--- config.mk ---
export PLATFORM = sky130hd
export DESIGN_NAME = tso_store_buffer_forwarding_core
export DESIGN_NICKNAME = d
export VERILOG_FILES = /design/src/sv/tsosb_pkg.sv /design/src/sv/tsosb_ram.sv /design/src/sv/tsosb_front.sv /design/src/sv/tsosb_back.sv /design/src/sv/tso_store_buffer_forwarding_core.sv
export SDC_FILE = /design/constraint.sdc
export NUM_CORES = 2
export LEC_CHECK = 0
export BUFFER_PORTS_ARGS = -buffer_cell sky130_fd_sc_hd__clkbuf_2
export CAP_MARGIN = 15
export CORE_MARGIN = 2
export CORE_UTILIZATION = 45
export CTS_BUF_LIST = sky130_fd_sc_hd__clkbuf_2 sky130_fd_sc_hd__clkbuf_4 sky130_fd_sc_hd__clkbuf_8
export CTS_CLUSTER_DIAMETER = 60
export CTS_CLUSTER_SIZE = 10
export DETAILED_ROUTE_END_ITERATION = 10
export SYNTH_ARGS = -nofsm -noshare
export SYNTH_HDL_FRONTEND = slang
export SYNTH_SLANG_ARGS = --single-unit
--- constraint.sdc ---
create_clock -name clk -period 15.7 [get_ports clk]
set_clock_uncertainty 0.05 [all_clocks]
set_input_delay 2.355 -clock clk [delete_from_list [all_inputs] [get_ports clk]]
set_output_delay 2.355 -clock clk [all_outputs]
set_load 0.02 [all_outputs]
--- src/sv/tsosb_pkg.sv ---
// ----------------------------------------------------------------------------
// tsosb_pkg
// Types and constants shared by the store buffer front end, back end and top.
// ----------------------------------------------------------------------------
package tsosb_pkg;

	localparam int ADDR_W = 32;
	localparam int DATA_W = 64;
	localparam int SIZE_W = 4;
	localparam int LIMIT_W = 6;

	// input function codes
	localparam logic [1:0] FUNC_STORE = 2'd0;
	localparam logic [1:0] FUNC_LOAD  = 2'd1;
	localparam logic [1:0] FUNC_FENCE = 2'd2;

	// result kinds
	localparam logic KIND_WRITE = 1'b0;
	localparam logic KIND_LOAD  = 1'b1;

	typedef struct packed {
		logic [1:0]        func;
		logic [ADDR_W-1:0] address;
		logic [SIZE_W-1:0] access_size;
		logic [DATA_W-1:0] store_value;
		logic [DATA_W-1:0] memory_data;
		logic              ordered;
		logic              direct;
	} req_t;

	typedef struct packed {
		logic              kind;
		logic [ADDR_W-1:0] write_address;
		logic [SIZE_W-1:0] write_size;
		logic [DATA_W-1:0] data;
		logic              last;
	} rsp_t;

	// decoded operation handed from front to back
	typedef enum logic [2:0] {
		OP_STORE,
		OP_STORE_ORD,
		OP_STORE_DIR,
		OP_LOAD,
		OP_LOAD_DIR,
		OP_FENCE
	} op_t;

	typedef struct packed {
		op_t               op;
		logic [ADDR_W-1:0] address;
		logic [SIZE_W-1:0] size;
		logic [DATA_W-1:0] value;
		logic [DATA_W-1:0] mem;
		logic [7:0]        need;
	} cmd_t;

	typedef enum logic [2:0] {
		ST_IDLE,
		ST_DRAIN_RD,
		ST_DRAIN_WR,
		ST_APPEND,
		ST_SELF,
		ST_LOAD_RD,
		ST_LOAD_CHK,
		ST_LOAD_OUT
	} state_t;

	// byte enable mask for a size of 1..8 bytes
	function automatic logic [7:0] byte_need(input logic [SIZE_W-1:0] s);
		logic [7:0] m;
		m = 8'h00;
		for (int i = 0; i < 8; i++) begin
			if (SIZE_W'(i) < s) begin
				m[i] = 1'b1;
			end
		end
		return m;
	endfunction

	function automatic logic [DATA_W-1:0] expand_mask(input logic [7:0] m);
		logic [DATA_W-1:0] r;
		for (int i = 0; i < 8; i++) begin
			r[8*i +: 8] = {8{m[i]}};
		end
		return r;
	endfunction

endpackage

--- src/sv/tsosb_ram.sv ---
// ----------------------------------------------------------------------------
// tsosb_ram
// Generic single write port, single read port RAM with registered read.
// ----------------------------------------------------------------------------
module tsosb_ram #(
	parameter int WIDTH = 8,
	parameter int DEPTH = 32
) (
	input  logic                                   clk,
	input  logic                                   we,
	input  logic [(DEPTH > 1 ? $clog2(DEPTH) : 1)-1:0] waddr,
	input  logic [WIDTH-1:0]                       wdata,
	input  logic                                   re,
	input  logic [(DEPTH > 1 ? $clog2(DEPTH) : 1)-1:0] raddr,
	output logic [WIDTH-1:0]                       rdata_q
);

	logic [WIDTH-1:0] mem_q [DEPTH];

	always_ff @(posedge clk) begin
		if (we) begin
			mem_q[waddr] <= wdata;
		end
		if (re) begin
			rdata_q <= mem_q[raddr];
		end
	end

endmodule

--- src/sv/tsosb_front.sv ---
// ----------------------------------------------------------------------------
// tsosb_front
// Accepts request beats, normalizes size and data, classifies the operation
// and queues it for the back end in a two-entry command queue.
// ----------------------------------------------------------------------------
module tsosb_front
	import tsosb_pkg::*;
#(
	parameter int ADDRESS_BITS = 32
) (
	input  logic clk,
	input  logic arst_n,
	input  logic push,
	output logic full,
	input  req_t req,
	output logic cmd_valid,
	input  logic cmd_ready,
	output cmd_t cmd
);

	localparam int AW = (ADDRESS_BITS < ADDR_W) ? ADDRESS_BITS : ADDR_W;

	logic [SIZE_W-1:0] size_n;
	logic [7:0]        need;
	logic [DATA_W-1:0] mask;
	logic              keep;
	cmd_t              dec;

	cmd_t       slot_q [2];
	logic       wp_q;
	logic       rp_q;
	logic [1:0] cnt_q;
	logic       wr_en;
	logic       rd_en;

	// decode and classify
	always_comb begin
		if (req.access_size == '0) begin
			size_n = SIZE_W'(1);
		end else if (req.access_size > SIZE_W'(8)) begin
			size_n = SIZE_W'(8);
		end else begin
			size_n = req.access_size;
		end
		need = byte_need(size_n);
		mask = expand_mask(need);
		keep = 1'b1;
		dec.op = OP_STORE;
		unique case (req.func)
			FUNC_STORE: begin
				if (req.direct) begin
					dec.op = OP_STORE_DIR;
				end else if (req.ordered) begin
					dec.op = OP_STORE_ORD;
				end else begin
					dec.op = OP_STORE;
				end
			end
			FUNC_LOAD: begin
				dec.op = req.direct ? OP_LOAD_DIR : OP_LOAD;
			end
			FUNC_FENCE: begin
				dec.op = OP_FENCE;
				keep = req.ordered && !req.direct;
			end
			default: begin
				keep = 1'b0;
			end
		endcase
		dec.address = ADDR_W'(req.address[AW-1:0]);
		dec.size = size_n;
		dec.value = req.store_value & mask;
		dec.mem = req.memory_data & mask;
		dec.need = need;
	end

	// command queue
	assign full = (cnt_q == 2'd2);
	assign wr_en = push && !full && keep;
	assign cmd_valid = (cnt_q != 2'd0);
	assign rd_en = cmd_valid && cmd_ready;
	assign cmd = slot_q[rp_q];

	always_ff @(posedge clk) begin
		if (wr_en) begin
			slot_q[wp_q] <= dec;
		end
	end

	always_ff @(posedge clk or negedge arst_n) begin
		if (!arst_n) begin
			wp_q <= 1'b0;
			rp_q <= 1'b0;
			cnt_q <= 2'd0;
		end else begin
			if (wr_en) begin
				wp_q <= !wp_q;
			end
			if (rd_en) begin
				rp_q <= !rp_q;
			end
			cnt_q <= cnt_q + 2'(wr_en) - 2'(rd_en);
		end
	end

endmodule

--- src/sv/tsosb_back.sv ---
// ----------------------------------------------------------------------------
// tsosb_back
// Executes queued commands against the circular store buffer: drains,
// appends, load forwarding scan, and a two-entry result queue.
// ----------------------------------------------------------------------------
module tsosb_back
	import tsosb_pkg::*;
#(
	parameter int BUFFER_DEPTH = 32,
	parameter int ADDRESS_BITS = 32
) (
	input  logic               clk,
	input  logic               arst_n,
	input  logic               cmd_valid,
	output logic               cmd_ready,
	input  cmd_t               cmd,
	input  logic [LIMIT_W-1:0] limit,
	output logic               empty,
	input  logic               pop,
	output rsp_t               rsp
);

	localparam int AW = (ADDRESS_BITS < ADDR_W) ? ADDRESS_BITS : ADDR_W;
	localparam int IW = (BUFFER_DEPTH > 1) ? $clog2(BUFFER_DEPTH) : 1;
	localparam int CW = $clog2(BUFFER_DEPTH + 1);
	localparam int EW = AW + SIZE_W + DATA_W;

	state_t state_q, state_d;
	cmd_t   cur_q;
	logic [IW-1:0] head_q;
	logic [CW-1:0] count_q;
	logic [CW-1:0] rem_q;
	logic [CW-1:0] scan_q;
	logic [DATA_W-1:0] result_q;
	logic [7:0]        filled_q;

	logic [CW-1:0] lim_eff;
	logic [IW-1:0] tail_idx;
	logic [IW-1:0] scan_idx;
	logic [IW-1:0] head_inc;
	logic [CW:0]   sum_t;
	logic [CW:0]   sum_s;

	logic          ram_we;
	logic          ram_re;
	logic [IW-1:0] ram_raddr;
	logic [EW-1:0] ram_wdata;
	logic [EW-1:0] ram_rdata;

	logic [AW-1:0]     e_addr;
	logic [SIZE_W-1:0] e_size;
	logic [DATA_W-1:0] e_value;
	logic [DATA_W-1:0] merge_res;
	logic [7:0]        merge_fill;

	logic       out_push;
	rsp_t       out_item;
	rsp_t       oslot_q [2];
	logic       owp_q;
	logic       orp_q;
	logic [1:0] ocnt_q;
	logic       out_space;
	logic       out_pop;

	// effective limit and ring index arithmetic
	always_comb begin
		if (limit == '0 || {1'b0, limit} > 7'(BUFFER_DEPTH)) begin
			lim_eff = CW'(BUFFER_DEPTH);
		end else begin
			lim_eff = CW'(limit);
		end
		sum_t = (CW+1)'(head_q) + (CW+1)'(count_q);
		if (sum_t >= (CW+1)'(BUFFER_DEPTH)) begin
			sum_t = sum_t - (CW+1)'(BUFFER_DEPTH);
		end
		tail_idx = sum_t[IW-1:0];
		sum_s = (CW+1)'(head_q) + (CW+1)'(scan_q);
		if (sum_s >= (CW+1)'(BUFFER_DEPTH)) begin
			sum_s = sum_s - (CW+1)'(BUFFER_DEPTH);
		end
		scan_idx = sum_s[IW-1:0];
		if ((CW+1)'(head_q) == (CW+1)'(BUFFER_DEPTH - 1)) begin
			head_inc = '0;
		end else begin
			head_inc = head_q + IW'(1);
		end
	end

	assign ram_wdata = {cur_q.address[AW-1:0], cur_q.size, cur_q.value};
	assign {e_addr, e_size, e_value} = ram_rdata;

	tsosb_ram #(
		.WIDTH(EW),
		.DEPTH(BUFFER_DEPTH)
	) u_ram (
		.clk    (clk),
		.we     (ram_we),
		.waddr  (tail_idx),
		.wdata  (ram_wdata),
		.re     (ram_re),
		.raddr  (ram_raddr),
		.rdata_q(ram_rdata)
	);

	// byte merge of one buffered entry into the load result
	always_comb begin
		logic [ADDRESS_BITS-1:0] ba;
		logic [ADDRESS_BITS-1:0] off;
		merge_res = result_q;
		merge_fill = filled_q;
		for (int i = 0; i < 8; i++) begin
			ba = ADDRESS_BITS'(cur_q.address[AW-1:0]) + ADDRESS_BITS'(i);
			off = ba - ADDRESS_BITS'(e_addr);
			if (!filled_q[i] && off < ADDRESS_BITS'(e_size)) begin
				merge_res[8*i +: 8] = e_value[8*off[2:0] +: 8];
				merge_fill[i] = 1'b1;
			end
		end
	end

	// next state and datapath controls
	always_comb begin
		state_d = state_q;
		cmd_ready = 1'b0;
		ram_we = 1'b0;
		ram_re = 1'b0;
		ram_raddr = head_q;
		out_push = 1'b0;
		out_item.kind = KIND_WRITE;
		out_item.write_address = ADDR_W'(e_addr);
		out_item.write_size = e_size;
		out_item.data = e_value;
		out_item.last = 1'b0;
		unique case (state_q)
			ST_IDLE: begin
				cmd_ready = 1'b1;
				if (cmd_valid) begin
					unique case (cmd.op)
						OP_STORE_DIR: state_d = ST_SELF;
						OP_STORE_ORD: state_d = (count_q != '0) ? ST_DRAIN_RD : ST_SELF;
						OP_FENCE: state_d = (count_q != '0) ? ST_DRAIN_RD : ST_IDLE;
						OP_STORE: begin
							if (count_q >= lim_eff && count_q != '0) begin
								state_d = ST_DRAIN_RD;
							end else begin
								state_d = ST_APPEND;
							end
						end
						OP_LOAD_DIR: state_d = ST_LOAD_OUT;
						OP_LOAD: state_d = (count_q != '0) ? ST_LOAD_RD : ST_LOAD_OUT;
						default: state_d = ST_IDLE;
					endcase
				end
			end
			ST_DRAIN_RD: begin
				ram_re = 1'b1;
				ram_raddr = head_q;
				state_d = ST_DRAIN_WR;
			end
			ST_DRAIN_WR: begin
				out_item.last = (rem_q == CW'(1)) && (cur_q.op != OP_STORE_ORD);
				if (out_space) begin
					out_push = 1'b1;
					if (rem_q != CW'(1)) begin
						state_d = ST_DRAIN_RD;
					end else if (cur_q.op == OP_STORE) begin
						state_d = ST_APPEND;
					end else if (cur_q.op == OP_STORE_ORD) begin
						state_d = ST_SELF;
					end else begin
						state_d = ST_IDLE;
					end
				end
			end
			ST_APPEND: begin
				ram_we = 1'b1;
				state_d = ST_IDLE;
			end
			ST_SELF: begin
				out_item.write_address = cur_q.address;
				out_item.write_size = cur_q.size;
				out_item.data = cur_q.value;
				out_item.last = 1'b1;
				if (out_space) begin
					out_push = 1'b1;
					state_d = ST_IDLE;
				end
			end
			ST_LOAD_RD: begin
				ram_re = 1'b1;
				ram_raddr = scan_idx;
				state_d = ST_LOAD_CHK;
			end
			ST_LOAD_CHK: begin
				if (scan_q == '0 || (&merge_fill)) begin
					state_d = ST_LOAD_OUT;
				end else begin
					state_d = ST_LOAD_RD;
				end
			end
			ST_LOAD_OUT: begin
				out_item.kind = KIND_LOAD;
				out_item.write_address = '0;
				out_item.write_size = '0;
				out_item.data = result_q;
				out_item.last = 1'b1;
				if (out_space) begin
					out_push = 1'b1;
					state_d = ST_IDLE;
				end
			end
			default: state_d = ST_IDLE;
		endcase
	end

	// state and buffer control registers
	always_ff @(posedge clk or negedge arst_n) begin
		if (!arst_n) begin
			state_q <= ST_IDLE;
			head_q <= '0;
			count_q <= '0;
			rem_q <= '0;
			scan_q <= '0;
		end else begin
			state_q <= state_d;
			unique case (state_q)
				ST_IDLE: begin
					rem_q <= (cmd.op == OP_STORE) ? CW'(1) : count_q;
					scan_q <= count_q - CW'(1);
				end
				ST_DRAIN_WR: begin
					if (out_space) begin
						head_q <= head_inc;
						count_q <= count_q - CW'(1);
						rem_q <= rem_q - CW'(1);
					end
				end
				ST_APPEND: count_q <= count_q + CW'(1);
				ST_LOAD_CHK: scan_q <= scan_q - CW'(1);
				default: begin
				end
			endcase
		end
	end

	// command and load payload registers
	always_ff @(posedge clk) begin
		if (state_q == ST_IDLE && cmd_valid) begin
			cur_q <= cmd;
			result_q <= cmd.mem;
			filled_q <= ~cmd.need;
		end else if (state_q == ST_LOAD_CHK) begin
			result_q <= merge_res;
			filled_q <= merge_fill;
		end
	end

	// result queue
	assign out_space = (ocnt_q != 2'd2);
	assign empty = (ocnt_q == 2'd0);
	assign out_pop = pop && !empty;
	assign rsp = oslot_q[orp_q];

	always_ff @(posedge clk) begin
		if (out_push) begin
			oslot_q[owp_q] <= out_item;
		end
	end

	always_ff @(posedge clk or negedge arst_n) begin
		if (!arst_n) begin
			owp_q <= 1'b0;
			orp_q <= 1'b0;
			ocnt_q <= 2'd0;
		end else begin
			if (out_push) begin
				owp_q <= !owp_q;
			end
			if (out_pop) begin
				orp_q <= !orp_q;
			end
			ocnt_q <= ocnt_q + 2'(out_push) - 2'(out_pop);
		end
	end

endmodule

--- src/sv/tso_store_buffer_forwarding_core.sv ---
// ----------------------------------------------------------------------------
// tso_store_buffer_forwarding_core
// FIFO store buffer with store-to-load forwarding, TSO ordering.
// ----------------------------------------------------------------------------
// Requests enter through push/full; a beat is taken when push is high and
// full is low. Results leave through empty/pop; the oldest result sits on rsp
// while empty is low and is taken when pop is high. Each request yields zero
// or more results; the final one of a request carries last.
// Processing: a request crosses the command queue and is decoded; each buffered
// entry drained passes ST_DRAIN_RD and ST_DRAIN_WR, and each entry scanned by
// a load passes ST_LOAD_RD and ST_LOAD_CHK (newest first, stopping once every
// byte is found), since the entry RAM has one registered read port. A direct
// access or a plain store without a drain needs no read of the entry RAM.
// A two-entry command queue and a two-entry result queue decouple the sides;
// if pop stays low, the back end stops after two results and the front keeps
// taking requests until its queue fills.
// Reset empties both queues and the buffer and sets the limit to 32; no
// clearing pass is needed. The limit is written on cfg_valid/cfg_ready, and
// the user must write it only while idle; the block does not enforce this.
// ----------------------------------------------------------------------------
module tso_store_buffer_forwarding_core
	import tsosb_pkg::*;
#(
	parameter int BUFFER_DEPTH = 32,
	parameter int ADDRESS_BITS = 32
) (
	input  logic               clk,
	input  logic               arst_n,
	input  logic               push,
	output logic               full,
	input  req_t               req,
	output logic               empty,
	input  logic               pop,
	output rsp_t               rsp,
	input  logic               cfg_valid,
	output logic               cfg_ready,
	input  logic [LIMIT_W-1:0] cfg_data
);

	logic [LIMIT_W-1:0] limit_q;
	logic               cmd_valid;
	logic               cmd_ready;
	cmd_t               cmd;

	// limit register
	assign cfg_ready = 1'b1;

	always_ff @(posedge clk or negedge arst_n) begin
		if (!arst_n) begin
			limit_q <= LIMIT_W'(32);
		end else if (cfg_valid) begin
			limit_q <= cfg_data;
		end
	end

	tsosb_front #(
		.ADDRESS_BITS(ADDRESS_BITS)
	) u_front (
		.clk      (clk),
		.arst_n   (arst_n),
		.push     (push),
		.full     (full),
		.req      (req),
		.cmd_valid(cmd_valid),
		.cmd_ready(cmd_ready),
		.cmd      (cmd)
	);

	tsosb_back #(
		.BUFFER_DEPTH(BUFFER_DEPTH),
		.ADDRESS_BITS(ADDRESS_BITS)
	) u_back (
		.clk      (clk),
		.arst_n   (arst_n),
		.cmd_valid(cmd_valid),
		.cmd_ready(cmd_ready),
		.cmd      (cmd),
		.limit    (limit_q),
		.empty    (empty),
		.pop      (pop),
		.rsp      (rsp)
	);

endmodule

[Word level (Yosys, flattened, before mapping)]
Memory sizes are Yosys's and may differ from the RTL's. A register that Yosys moved wholly into a read port is not among the register bits.
Cells that the tools add are included.
W data, S select, Z words.
Storage, ports and cells
  register bits: 215
  memory bits (writable): 3754
  input port bits: 179
  word-level logic and storage cells: 257
  memories: 3
Cells by class
  add/sub/neg operators: 28
  order comparisons: 21
  equality and inequality tests: 24
  shifts and indexed selects: 8
  muxes and demuxes: 73
  bitwise logic cells: 3
  reduce and logical (&&, ||, !) cells: 72
Memory list
  u_back.u_ram.mem_q: depth 32, bits a word 100, rd ports 1, clocked after memory_dff 1, write ports 1, RTL line tsosb_ram.sv:18  | logic [WIDTH-1:0] mem_q [DEPTH];
  u_front.slot_q: depth 2, bits a word 175, rd ports 1, clocked after memory_dff 0, write ports 1, RTL line tsosb_front.sv:29  | cmd_t slot_q [2];
  u_back.oslot_q: depth 2, bits a word 102, rd ports 1, clocked after memory_dff 0, write ports 1, RTL line tsosb_back.sv:58  | rsp_t oslot_q [2];
Operator list (number)
  $shiftx A64 B7 Y8: 8
  $lt A32 B4 Y1: 8
  $sub A32 B32 Y32: 8
  $pmux W100 S2: 1
  $add A32 B3 Y32 const B: 4
  $and A64 B64 Y64: 2
  $mux W64: 2
  $mux W8: 10
  $add A32 B2 Y32 const B: 2
  $pmux W6 S2: 3
  $add A32 B1 Y32 const B: 1
  $mux W1: 30
  $mux W3: 9
  $reduce_bool A2 Y1: 13
  $mux W6: 4
  $reduce_and A2 Y1: 11
  $pmux W3 S7: 1
  $mux W5: 4
  $eq A3 B3 Y1 const B: 6
  $pmux W3 S6: 1
  $sub A6 B1 Y6 const B: 3
  $logic_and A1 B1 Y1: 16
  $lt A3 B4 Y1 const A: 4
  $logic_not A1 Y1: 15
  other kinds (37): 63

[Longest topological paths before layout]
  depth after elaboration: 9
  mapped depth: 21
  depth with buffers taken out: 20

[By module]
From an unflattened synthesis, not the netlist that was laid out.
Unflattened totals
  cell total of the unflattened synthesis: 9471
  area total of the unflattened synthesis: 168163.8 µm²
Modules (own cells, without submodules)
  tsosb_ram: times used 1, cells an instance 5817, area an instance 124503.2 µm²
  tsosb_back: times used 1, cells an instance 2915, area an instance 29673.5 µm²
  tsosb_front: times used 1, cells an instance 724, area an instance 13723.2 µm²
  tso_store_buffer_forwarding_core: times used 1, cells an instance 15, area an instance 264.0 µm²

[Worst setup path before layout]
OpenSTA, ideal clock, no wires.
  kind: in2reg
  start: in req[0] (netlist name)
  end: mem u_front.slot_q[0][0] (netlist name), enable pin
  library setup time: 0.731 ns
  arrival time: 10.602 ns
  required time: 14.919 ns
  setup slack: 4.317 ns
  cell stages on the path: 4
  path buffers: 0
  cells stage by stage: nor2_1 -> nand2_1 -> a211oi_1 -> nor2b_1
Between the ends
  cells in the longest elaborated chain, start to end: 6
Ends and longest elaborated chain
  start, declared: RTL line tso_store_buffer_forwarding_core.sv:31  | input req_t req,
  $logic_not A1 Y1: RTL line tsosb_front.sv:64  | keep = req.ordered && !req.direct;
  $logic_and A1 B1 Y1: RTL line tsosb_front.sv:64
  $pmux W1 S2: RTL line tsosb_front.sv:49  | unique case (req.func)
  $logic_and A1 B1 Y1: RTL line tsosb_front.sv:79  | assign wr_en = push && !full && keep;
  via u_front.wr_en: RTL line tsosb_front.sv:33  | logic wr_en;
  $mux W1: RTL line tsosb_front.sv:85  | if (wr_en) begin
  $mux W1 (not written as such): RTL line tsosb_front.sv:86  | slot_q[wp_q] <= dec;
  end, declared: RTL line tsosb_front.sv:29
The timed path passes the listed nets, and every way through them passes these cells.

[Final worst setup path]
  start: reg u_back.cur_q[150] (netlist name)
  end: reg u_back.result_q[46], enable pin
Between the ends
  cells in the longest elaborated chain, start to end: 6
Ends and longest elaborated chain
  start, declared: RTL line tsosb_back.sv:29  | cmd_t cur_q;
  start signal, assigned: RTL line tsosb_back.sv:249  | cur_q <= cmd;
  $add A32 B3 Y32: RTL line tsosb_back.sv:112  | ba = ADDRESS_BITS'(cur_q.address[AW-1:0]) + ADDRESS_BITS'(i);
  $sub A32 B32 Y32: RTL line tsosb_back.sv:113  | off = ba - ADDRESS_BITS'(e_addr);
  $lt A32 B4 Y1: RTL line tsosb_back.sv:114  | if (!filled_q[i] && off < ADDRESS_BITS'(e_size)) begin
  $logic_and A1 B1 Y1: RTL line tsosb_back.sv:114
  $reduce_bool A2 Y1 (no line)
  $reduce_and A2 Y1 (no line)
  end signal, assigned: RTL line tsosb_back.sv:250  | result_q <= cmd.mem;
  end signal, assigned: RTL line tsosb_back.sv:253  | result_q <= merge_res;
  end, declared: RTL line tsosb_back.sv:34  | logic [DATA_W-1:0] result_q;
Every way passes these cells.
A chain may end at the register's enable or synchronous reset.

==> results.md <==
- Result of the run: finished, final reports clean
- Worst setup SP type: flip-flop
- Remaining DRCs: 0
- Clock network latency to the later pin of the worst-skew pair: 1160 ps
- Wire length of the first global-routing pass: 811000 um
- Clock transition at the registers of the reported paths: 70 ps
- Share of the clock period used by the worst path after layout: 48.0%
- Maximum ir drop on the vdd rail: 0.303 mV
- Met2 Wirelength: 281000 um
- Cell taking the most area after synthesis: edfxtp_1
- Final setup fails: 0
- Pin count of the biggest net entering global routing: 190
- Final nets: 13700
- Logic depth of the worst register-to-register path: 13
- Number of stages on the worst hold path: 1
- FF+latch count, synth: 4067
- Post-layout utilization of the core: 49.1%
- Initial detailed-routing violation count: 14200
- Cell internal pwr: 0.0236 W
- Min-Delay Path Class: reg2reg
- Power share of the clock group: 14.2%
- Area of combinational cells with multiple inputs: 0.0468 sq mm
- DR top layer: met5
- Maximum fanout along the worst path: 35
- Net Sw Power: 0.0211 W
- End of the worst register-to-register path: u_back.result_q[46]
- Final number of hold-violating endpoints: 0
- Register share of total power: 34.3%
- Clock sink count: 4067
- Switching power as a share of total power: 47.2%
- Post-CTS setup-driven buffer insertion count: 0
- Proportion of synthesized flip-flops having asynchronous set or reset: 0.984%
- Vias/cell: 6.20
- Required time of the critical path: 16460 ps
- CTS-repair resized insts: 0
- Area occupied by registers: 0.122 sq mm
- Post-synth top flop: edfxtp_1
- Number of placement rows: 227
- Total global-route track usage: 29.0%
- Clk Tree Root Cell: clkbuf_8
- Number of H-tree levels: 5
- Cell types with the largest area share after synthesis: edfxtp_1 (70%), nand2_1 (7.7%), a311oi_1 (3.1%)
- Starting utilization of the core area: 45.1%
- Fraction of post-synthesis cell area in the top cell type by area: 70.2%
- Count of nets left with antenna violations after detail routing: 0
- EDFF count, synth: 4027
- Routability cong.: 0.984
- Metal-1 WL: 231000 um
- Number of inserted filler cells in the final layout: 32700
- Width of the die: 623 um
- Maximum number of buffers from clock root to sink: 4
- Count of pins on the block boundary: 284
- Power Density: 239 mW/mm^2
- Critical path capture point type: flip-flop
- Logic gate share of total power: 51.5%
- Register area share after synthesis: 70.8%
- Clock tree from TritonCTS: yes
- Number of global-route vias before repair: 109000
- Number of different library cells in the post-synthesis netlist: 107
- Static leakage power: 64.1 nW
- Max frequency: 0.133 GHz
- Most repeated cell in the gate-level netlist after synthesis: edfxtp_1
- Routed wire length: 581000 um
- Mean routed wirelength per cell: 31.3 um
- Time the worst path needs with I/O delays and setup: 7540 ps
- Reg-to-reg startpoint: u_back.cur_q[150]
- Kind of critical path: reg2reg
- Pins Over Slew Limit: 0
- Relative slew slack: 3.60%
- Syn avg cell area: 13.0 sq um
- Total die area: 0.388 sq mm
- CTS Buf Count: 457
- Routed wl met3: 43300 um
- Total of hold buffers inserted after clock tree synthesis: 0
- Synthesized netlist cell count: 13200
- Via count: 115000
- Pre-Repair DR Iteration Count: 6
- Maximum capacitance violations: 0
- TNS Setup: 0 ps
- Top cells by instance count after synthesis: edfxtp_1 (4027), nand2_1 (3549), nand3_1 (849), clkbuf_1 (830), a311oi_1 (604)
- Crit path arrival time: 8300 ps
- Setup repair after global routing missed its margin: no
- Slew at the pin closest to its max-slew limit: 1440 ps
- Synthesized area: 0.172 sq mm
- Layout cell share with drive strength beyond 1: 11.4%
- Port Buffers: 282
- Initial antenna violation count: 28
- Area inside the core boundary: 0.382 sq mm
- Relative area change from synthesis to final layout: 8.75%
- Min-Delay Endpoint: u_back.cur_q[122]
- DIE HEIGHT: 623 um
- HPWL after DPL: 338000 um
- Remaining Overflow, GRT: 0
- Register-to-Register Setup Slack: 8160 ps
- Hold Path Origin: u_front.slot_q[0][122]
- Total number of yosys warnings: 0
cell usage in the layout (no fill, tap or decap), drive strengths merged, types with 97 or more instances in the layout:
cell type / netlist / final
edfxtp: 4027 / 4027
nor2b: 166 / 166
mux2: 219 / 219
a21o: 135 / 135
and3: 416 / 416
nor2: 207 / 207
clkbuf: 830 / 768
nand2: 3549 / 3549
ha: 120 / 120
a211oi: 189 / 189
nand3: 849 / 849
a21oi: 285 / 285
xnor2: 97 / 97
a31oi: 255 / 255
buf: 72 / 318
a311oi: 605 / 605
o21ai: 142 / 142
inv: 152 / 165
worst max-delay path: stages (launching register included):
cell       delay [ps]
edfxtp_1         1170
inv_1             170
fa_1              590
buf_4             400
o21ba_2           220
o22ai_1           730
o211ai_2          120
buf_4             220
a21oi_1           690
o21ai_0           230
xnor2_1           240
a2111oi_1        1180
nand4_1           700
nand2_1           530
flip-flops by register name (all words and copies together), names as in the netlist:
signal / count
limit_q: 6
u_back.count_q: 6
u_back.cur_q: 103
u_back.filled_q: 8
u_back.head_q: 5
u_back.ocnt_q: 2
u_back.orp_q: 1
u_back.oslot_q: 204
u_back.owp_q: 1
u_back.rem_q: 6
u_back.result_q: 64
u_back.scan_q: 6
u_back.state_q: 3
u_back.u_ram.mem_q: 3200
u_back.u_ram.rdata_q: 100
u_front.cnt_q: 2
u_front.rp_q: 1
u_front.slot_q: 348
u_front.wp_q: 1
routing by layer:
metal,vias to the layer above,GRT usage [%]
met5,-,0
met4,4,12.3
met3,1021,4.02
met2,5443,47.9
met1,59000,38.7
li1,49500,-
final cells by class:
type / instances / area share, %
antenna: 55 / 0.0735
clock buffer: 485 / 3.49
clock inverter: 42 / 0.210
inverter: 156 / 0.317
multi-input combinational: 8096 / 25.0
sequential: 4067 / 65.1
tap: 5038 / 3.36
timing repair buffer: 601 / 2.46
worst max-delay path by stage:
stage	from	to
after floorplan	req[0]	u_front.slot_q[0][0]
after CTS	u_back.cur_q[140]	u_back.result_q[50]
after global routing	u_back.cur_q[140]	u_back.result_q[50]
final	u_back.cur_q[150]	u_back.result_q[46]
after global placement	u_back.cur_q[153]	u_back.result_q[63]
after detailed placement	u_back.cur_q[150]	u_back.result_q[55]
logic make-up (layout without fill, tap and decap cells):
group | Yosys count | after routing | share of synthesized area [%]
simple gates | 5504 | 5504 | 14.0
flops | 4067 | 4067 | 70.8
compound gates | 1976 | 1976 | 8.42
buf+inv | 1058 | 1284 | 2.34
mux | 337 | 337 | 2.58
fa+ha+maj | 150 | 150 | 1.21
xor+xnor | 126 | 126 | 0.658
other cells | 1 | 58 | 0.00218
metrics by stage:
step                power, W  area, sq um  setup WS, ps  instances  hold slack, ps
finish                0.0448       187000          8160      18500             462
global placement      0.0380       180000          8360      17900             436
CTS                   0.0444       187000          8460      18500             465
detailed placement    0.0381       180000          8540      17900             462
global route          0.0466       187000          8000      18500             492
floorplan             0.0288       172000          4320      13200             405
power groups by stage:
| stage | Sequential [W] | Combinational, W | Clock, W |
|---|---|---|---|
| 2_1_floorplan | 0.0155 | 0.0133 | 0 |
| 3_3_place_gp | 0.0157 | 0.0223 | 0 |
| 3_5_place_dp | 0.0157 | 0.0224 | 0 |
| 4_1_cts | 0.0155 | 0.0225 | 0.00645 |
| 6_report | 0.0154 | 0.0231 | 0.00633 |
| 5_1_grt | 0.0154 | 0.0243 | 0.00683 |
Note: power is estimated with default switching activity, not from simulation.
